==> src/design/adc_cal_pkg.sv <==
// Shared types and constants for the ADC sample calibrator.
// No dependencies; imported by every module of the block.
package adc_cal_pkg;

  // Port and field widths
  localparam int unsigned CfgW   = 32;
  localparam int unsigned CfgIdxW = 1;
  localparam int unsigned ChW    = 6;
  localparam int unsigned WordW  = 32;
  localparam int unsigned VoltW  = 48;
  localparam int unsigned StatW  = 3;

  // Datapath widths
  localparam int unsigned CodeW  = 24;          // diagnostic and sample codes
  localparam int unsigned ProdW  = 2 * CodeW;   // |s-o| * vref
  localparam int unsigned NumW   = ProdW + 6;   // times 64
  localparam int unsigned DenW   = CodeW + 2;   // 3 * gain
  localparam int unsigned QuadW  = 26;          // corrected value below 3.0 in Q24
  localparam int unsigned SqW    = 28;          // c*c >> 24
  localparam int unsigned PolyW  = 29;          // quadratic fit coefficient

  // Divider: quotient bits resolved per stage
  localparam int unsigned DivBps    = 2;
  localparam int unsigned DivStages = NumW / DivBps;

  // Fixed-point constants, Q24
  localparam logic [CodeW-1:0] BiasHalf = 24'h800000;    // 0.5
  localparam logic [CodeW-1:0] BiasCh2  = 24'd5452595;   // 0.325
  localparam logic [NumW-1:0]  ThreeQ24 = 54'h3000000;   // 3.0
  localparam logic [PolyW-1:0] KConst   = 29'd253335962; // 15.1
  localparam logic [CodeW-1:0] KLin     = 24'd14143193;  // 0.843
  localparam logic [21:0]      KQuad    = 22'd2674288;   // 0.1594
  localparam logic [VoltW-1:0] PosMax   = 48'h7FFF_FFFF_FFFF;
  localparam logic [VoltW-1:0] NegMin   = 48'h8000_0000_0000;

  typedef enum logic [StatW-1:0] {
    StOk          = 3'd0,
    StBadChan     = 3'd1,
    StSampleByte  = 3'd2,
    StDiagByte    = 3'd3,
    StDiagInvalid = 3'd4,
    StNegDomain   = 3'd5
  } status_e;

  typedef enum logic [CfgIdxW-1:0] {
    CfgSpecialGain = 1'b0,
    CfgHighGain    = 1'b1
  } cfg_idx_e;

  // Per-item control that travels beside the data
  typedef struct packed {
    status_e    status;
    logic       special;   // channels one to three
    logic [1:0] bsel;      // low channel bits, picks the bias
    logic       dneg;      // sample below offset
  } meta_t;

endpackage

==> src/design/adc_cal_front.sv <==
// Front stages: word checks, offset removal and the reference product.
// Depends on adc_cal_pkg.
module adc_cal_front (
  input  logic                          clk_i,
  input  logic                          rst_ni,
  input  logic                          adv_i,
  input  logic                          valid_i,
  input  logic [adc_cal_pkg::ChW-1:0]   channel_i,
  input  logic [adc_cal_pkg::WordW-1:0] sample_word_i,
  input  logic [adc_cal_pkg::WordW-1:0] offset_word_i,
  input  logic [adc_cal_pkg::WordW-1:0] vref_word_i,
  input  logic [adc_cal_pkg::WordW-1:0] gain_word_i,
  input  logic [adc_cal_pkg::WordW-1:0] supply_word_i,
  input  logic [adc_cal_pkg::WordW-1:0] temp_word_i,
  output logic                          valid_o,
  output adc_cal_pkg::meta_t            meta_o,
  output logic [adc_cal_pkg::NumW-1:0]  num_o,
  output logic [adc_cal_pkg::DenW-1:0]  den_o
);
  import adc_cal_pkg::*;

  logic              diag_byte;
  logic              diag_zero;
  logic [CodeW:0]    diff;
  logic [CodeW:0]    diff_abs;
  meta_t             meta_d;

  logic              v0_q;
  meta_t             meta0_q;
  logic [CodeW-1:0]  dmag0_q;
  logic [CodeW-1:0]  vref0_q;
  logic [CodeW-1:0]  gain0_q;

  logic              v1_q;
  meta_t             meta1_q;
  logic [ProdW-1:0]  prod1_q;
  logic [DenW-1:0]   den1_q;

  // Check the words and take the signed difference
  always_comb begin
    diag_byte = (|offset_word_i[WordW-1:CodeW]) | (|vref_word_i[WordW-1:CodeW]) |
                (|gain_word_i[WordW-1:CodeW]) | (|supply_word_i[WordW-1:CodeW]) |
                (|temp_word_i[WordW-1:CodeW]);
    diag_zero = (temp_word_i[CodeW-1:0] == '0) || (vref_word_i[CodeW-1:0] == '0) ||
                (supply_word_i[CodeW-1:0] == '0) || (gain_word_i[CodeW-1:0] == '0);
    diff      = {sample_word_i[CodeW-1], sample_word_i[CodeW-1:0]} -
                {offset_word_i[CodeW-1], offset_word_i[CodeW-1:0]};
    diff_abs  = diff[CodeW] ? (~diff + 1'b1) : diff;

    meta_d.special = (channel_i >= ChW'(1)) && (channel_i <= ChW'(3));
    meta_d.bsel    = channel_i[1:0];
    meta_d.dneg    = diff[CodeW];
    priority if (channel_i[ChW-1]) begin
      meta_d.status = StBadChan;
    end else if (|sample_word_i[WordW-1:CodeW]) begin
      meta_d.status = StSampleByte;
    end else if (diag_byte) begin
      meta_d.status = StDiagByte;
    end else if (diag_zero) begin
      meta_d.status = StDiagInvalid;
    end else if (diff[CodeW] && !meta_d.special) begin
      meta_d.status = StNegDomain;
    end else begin
      meta_d.status = StOk;
    end
  end

  // Advance the valid bits
  always_ff @(posedge clk_i or negedge rst_ni) begin
    if (!rst_ni) begin
      v0_q <= 1'b0;
      v1_q <= 1'b0;
    end else if (adv_i) begin
      v0_q <= valid_i;
      v1_q <= v0_q;
    end
  end

  // Stage 0 holds the checked codes, stage 1 the product and divisor
  always_ff @(posedge clk_i) begin
    if (adv_i) begin
      meta0_q <= meta_d;
      dmag0_q <= diff_abs[CodeW-1:0];
      vref0_q <= vref_word_i[CodeW-1:0];
      gain0_q <= gain_word_i[CodeW-1:0];
      meta1_q <= meta0_q;
      prod1_q <= ProdW'(dmag0_q) * ProdW'(vref0_q);
      den1_q  <= DenW'(gain0_q) + {1'b0, gain0_q, 1'b0};
    end
  end

  assign valid_o = v1_q;
  assign meta_o  = meta1_q;
  assign num_o   = {prod1_q, 6'b0};
  assign den_o   = den1_q;

endmodule

==> config.mk <==
export PLATFORM = sky130hd
export DESIGN_NAME = adc_cal_front
export DESIGN_NICKNAME = d
export VERILOG_FILES = /design/src/design/adc_cal_pkg.sv /design/src/design/adc_cal_front.sv
export SDC_FILE = /design/constraint.sdc
export NUM_CORES = 2
export LEC_CHECK = 0
export ABC_AREA = 0
export BUFFER_PORTS_ARGS = -buffer_cell sky130_fd_sc_hd__buf_2
export CORE_AREA = 4 4 236 238
export CTS_BUF_LIST = sky130_fd_sc_hd__clkbuf_2
export CTS_CLUSTER_DIAMETER = 30
export CTS_CLUSTER_SIZE = 10
export DETAILED_ROUTE_END_ITERATION = 7
export DIE_AREA = 0 0 240 242
export PLACE_DENSITY = 0.79
export SETUP_SLACK_MARGIN = 0.1
export SLEW_MARGIN = 20
export SYNTH_ARGS = -nofsm -noshare
export SYNTH_HDL_FRONTEND = slang
export SYNTH_SLANG_ARGS = --single-unit
==> constraint.sdc <==
create_clock -name clk_i -period 8.4 [get_ports clk_i]
set_input_delay 1.68 -clock clk_i [delete_from_list [all_inputs] [get_ports clk_i]]
set_output_delay 1.68 -clock clk_i [all_outputs]
set_load 0.02 [all_outputs]
==> impl_results.md <==
- Final hold vios: 0
- Initial DRC count: 1343
- Mux contribution to synthesized area: 0.157%
- Die Y: 242 um
- Run status: finished clean
- Critical Path Source Type: flip-flop
- Largest net degree at the start of global routing: 112
- Setup tns final: 0 ns
- Sequential cell area fraction in the yosys report: 17.9%
- Compound-gate portion of the synthesized area: 6.99%
- Global route overflow: 0
- Worst-path cell chain: buf_4 -> nand2_1 -> fa_1 -> fa_1 -> inv_1 -> ha_1 -> inv_1 -> fa_1 -> inv_1 -> fa_1 -> fa_1 -> inv_1 -> fa_1 -> inv_1 -> ha_1 -> and4_1 -> a221oi_1 -> o21ai_0 -> buf_4 -> o2111ai_1 -> nand4_1 -> a311oi_1 -> o31ai_1 -> xor2_1
- Synthesized-area fraction occupied by adder cells: 46.0%
- FP Rows: 85
- Synth top area cells: fa_1 (36%), edfxtp_1 (18%), ha_1 (10%), inv_1 (8.3%), and2_1 (7.2%)
- Vias in the first global route: around 21000
- H-Tree Depth: 4
- EDFF count, synth: 160
- Root Buffer: clkbuf_2
- Post-synth top area share: 35.7%
- Worst r2r src: dmag0_q[2]$_DFFE_PP_
- Syn avg cell area: slightly below 10 sq um
- Share of layout cells above drive strength 1: 13.0%
- Clock Path Buffers: 2
- Post-route ant nets: 0
- CP max FO: 20
- First-pass GRT wire length: 113000 um
- PostCTS Resize Cnt: 0
- Pre-antenna DRT Iters: 6
- Worst Path Required: 9.10 ns
- Xor and xnor area share after synthesis: about 3.3%
- Die area: 0.0581 sq mm
- Worst Hold Class: in -> async
- Die extent in x: 240 um
- Total GRT Usage: 24.9%
- Yosys warnings: 0
- Clock-pin slew on the worst setup and hold paths: between 0.2 and 0.3 ns
- Cell taking the most area after synthesis: fa_1
- Core area: 0.0536 sq mm
- CP Launch Point: dmag0_q[2]$_DFFE_PP_
- CTS buffer count: 17
- Wire per inst: between 15 and 20 um
- Relative slew slack: 27.7%
- Post-Syn Area: roughly 0.027 sq mm
- CP Data Arrival Time: 8.76 ns
- I/O Pins: 290
- Skew final: approximately 0.10 ns
- Pins Over Slew Limit: 0
- Routed WL: ~70000 um
- Initial core utilization: 50.6%
- Post-DP HPWL: 56900 um
- Final Cycle Share: 96.0%
- Syn Inst Count: 2791
- Slew at the pin closest to its max-slew limit: approximately 1.1 ns
- Largest family of logic cells by synthesized area: adder cells
- Via count: between 20000 and 25000
- Most used cell, CP: fa_1
- Worst Setup End Kind: flip-flop
- Crit Path Class: reg -> reg
- Drt drc: 0
- Share of synthesized registers carrying an async set or reset: 1.23%
- Fmax: 0.124 GHz
- Unique masters post-synth: 84
- FILL cells: 4630
- Highest cell delay on the worst timing path: 1.14 ns
- Main synth FF type: edfxtp_1
- Unrepaired setup endpoints after global routing: no
- Simple logic cell fraction of the synthesized area: 15.6%
- Min Clock Period, post-route: 8.07 ns
- Sinks on Clock Net: between 150 and 200
- IO buf count: 283
- Clock latency at the later pin of the worst-skew pair: 1.01 ns
- Initial antenna violation count: 9
- Number of synthesized register bits: between 150 and 200
- Routability-driven placement congestion ratio: 0.914
- Max-Cap Viols: 0
- Final setup fails: 0
- Slowest stage cell, crit path: edfxtp_1
- Area growth syn-to-layout: 9.47%
- Final net count: 3959
- CTS tree: built
- Vias/cell: 5.38
## worst paths after layout
| kind | end | slack [ns] | depth (start not counted) |
|---|---|---|---|
| setup / recovery | prod1_q[44]$_DFFE_PP_ | 0.33 | 24 |
| hold / removal | valid_o$_DFFE_PN0P_ | 0.45 | 1 |
| setup reg to reg | prod1_q[44]$_DFFE_PP_ | 0.33 | 24 |
| hold reg to reg | meta_o[1]$_DFFE_PP_ | 0.46 | 0 |
| max in group asynchronous | v0_q$_DFFE_PN0P_ | 7.87 | 1 |
| min in group clk_i | meta_o[1]$_DFFE_PP_ | 0.46 | 0 |
## through the flow
step                      worst slack (ns)  std cells  area, sq um  hold slack (ns)  util (%)
after global routing                 0.101       3763        29700            0.289      55.4
final                                0.333       3764        29700            0.446      55.4
after detailed placement             0.440       3719        29400            0.405      54.9
after CTS                            0.374       3751        29600            0.318      55.3
after global placement               0.519       3719        29400            0.402      54.9
after floorplan                       1.47       2796        27200            0.400         -
## critical path: cells and delay by family (launching register included)
family / cells / cell delay [ns]
xor+xnor: 1 / 0.17
fa+ha+maj: 8 / 3.43
simple gates: 3 / 0.63
buf+inv: 7 / 0.80
flops: 1 / 1.14
compound gates: 5 / 1.65
## synthesized netlist by cell type, types with 16 or more instances
| cell | count |
|---|---|
| a21o_1 | 38 |
| ha_1 | 224 |
| inv_1 | 601 |
| nor4_1 | 41 |
| fa_1 | 484 |
| clkbuf_1 | 100 |
| xor2_1 | 28 |
| and2_1 | 312 |
| nor2_1 | 47 |
| xnor2_1 | 70 |
| nor3_1 | 16 |
| o21ai_0 | 46 |
| a21oi_1 | 75 |
| edfxtp_1 | 160 |
| nand2_1 | 328 |
## kinds of logic after synthesis
family | after synthesis
xor+xnor | 99
compound gates | 277
buf+inv | 714
mux | 4
other cells | 1
simple gates | 826
fa+ha+maj | 708
flops | 162
## per-layer routing
| layer | track usage (%) | wire length [um] |
|---|---|---|
| met1 | 32.7 | 27500 |
| met2 | 41.2 | 34000 |
| met3 | 5.57 | 5890 |
| met4 | 8.08 | 2500 |
| met5 | 0 | 0 |
## placed cells by master (no fill, tap or decap), types with 8 or more instances in the layout
| master | instances |
|---|---|
| nand4_1 | 13 |
| nor2b_1 | 13 |
| fa_1 | 484 |
| and2_1 | 312 |
| nand3_1 | 12 |
| xor2_1 | 28 |
| edfxtp_1 | 160 |
| a21o_1 | 38 |
| xnor2_1 | 70 |
| and3_1 | 14 |
| o21bai_1 | 13 |
| inv_1 | 601 |
| nor2_1 | 47 |
| o211ai_1 | 11 |
| clkbuf_2 | 17 |
| o21a_1 | 13 |
| a21oi_1 | 75 |
| nand2_1 | 328 |
| nor4_1 | 41 |
| o21ai_0 | 46 |
| buf_4 | 63 |
| and4_1 | 8 |
| a31oi_1 | 14 |
| ha_1 | 224 |
| nor3_1 | 16 |
| buf_2 | 282 |
## layout make-up
type | instances | area, sq um | share of cell area [%]
antenna | 6 | 15.0 | 0.0505
clock buffer | 17 | 85.1 | 0.286
clock inverter | 15 | 144 | 0.484
inverter | 602 | 2260 | 7.61
multi-input combinational | 1920 | 19600 | 65.9
sequential | 162 | 4850 | 16.3
tap | 696 | 871 | 2.93
timing repair buffer | 346 | 1900 | 6.38
## registers in the layout, summed over array words and instances, names as in the netlist
| name | count |
|---|---|
| gain0_q | 24 |
| meta_o | 7 |
| dmag0_q | 24 |
| meta0_q | 7 |
| v0_q | 1 |
| vref0_q | 24 |
| den_o | 26 |
| valid_o | 1 |
| prod1_q | 48 |
## timing repair
action,CTS,global route
hold buffers,0,0
endpoints found under the setup margin,0,1
buffers inserted,0,7
Power is not shown: default switching activity piles up to over one toggle a cycle in this logic, so the estimate is an artifact.
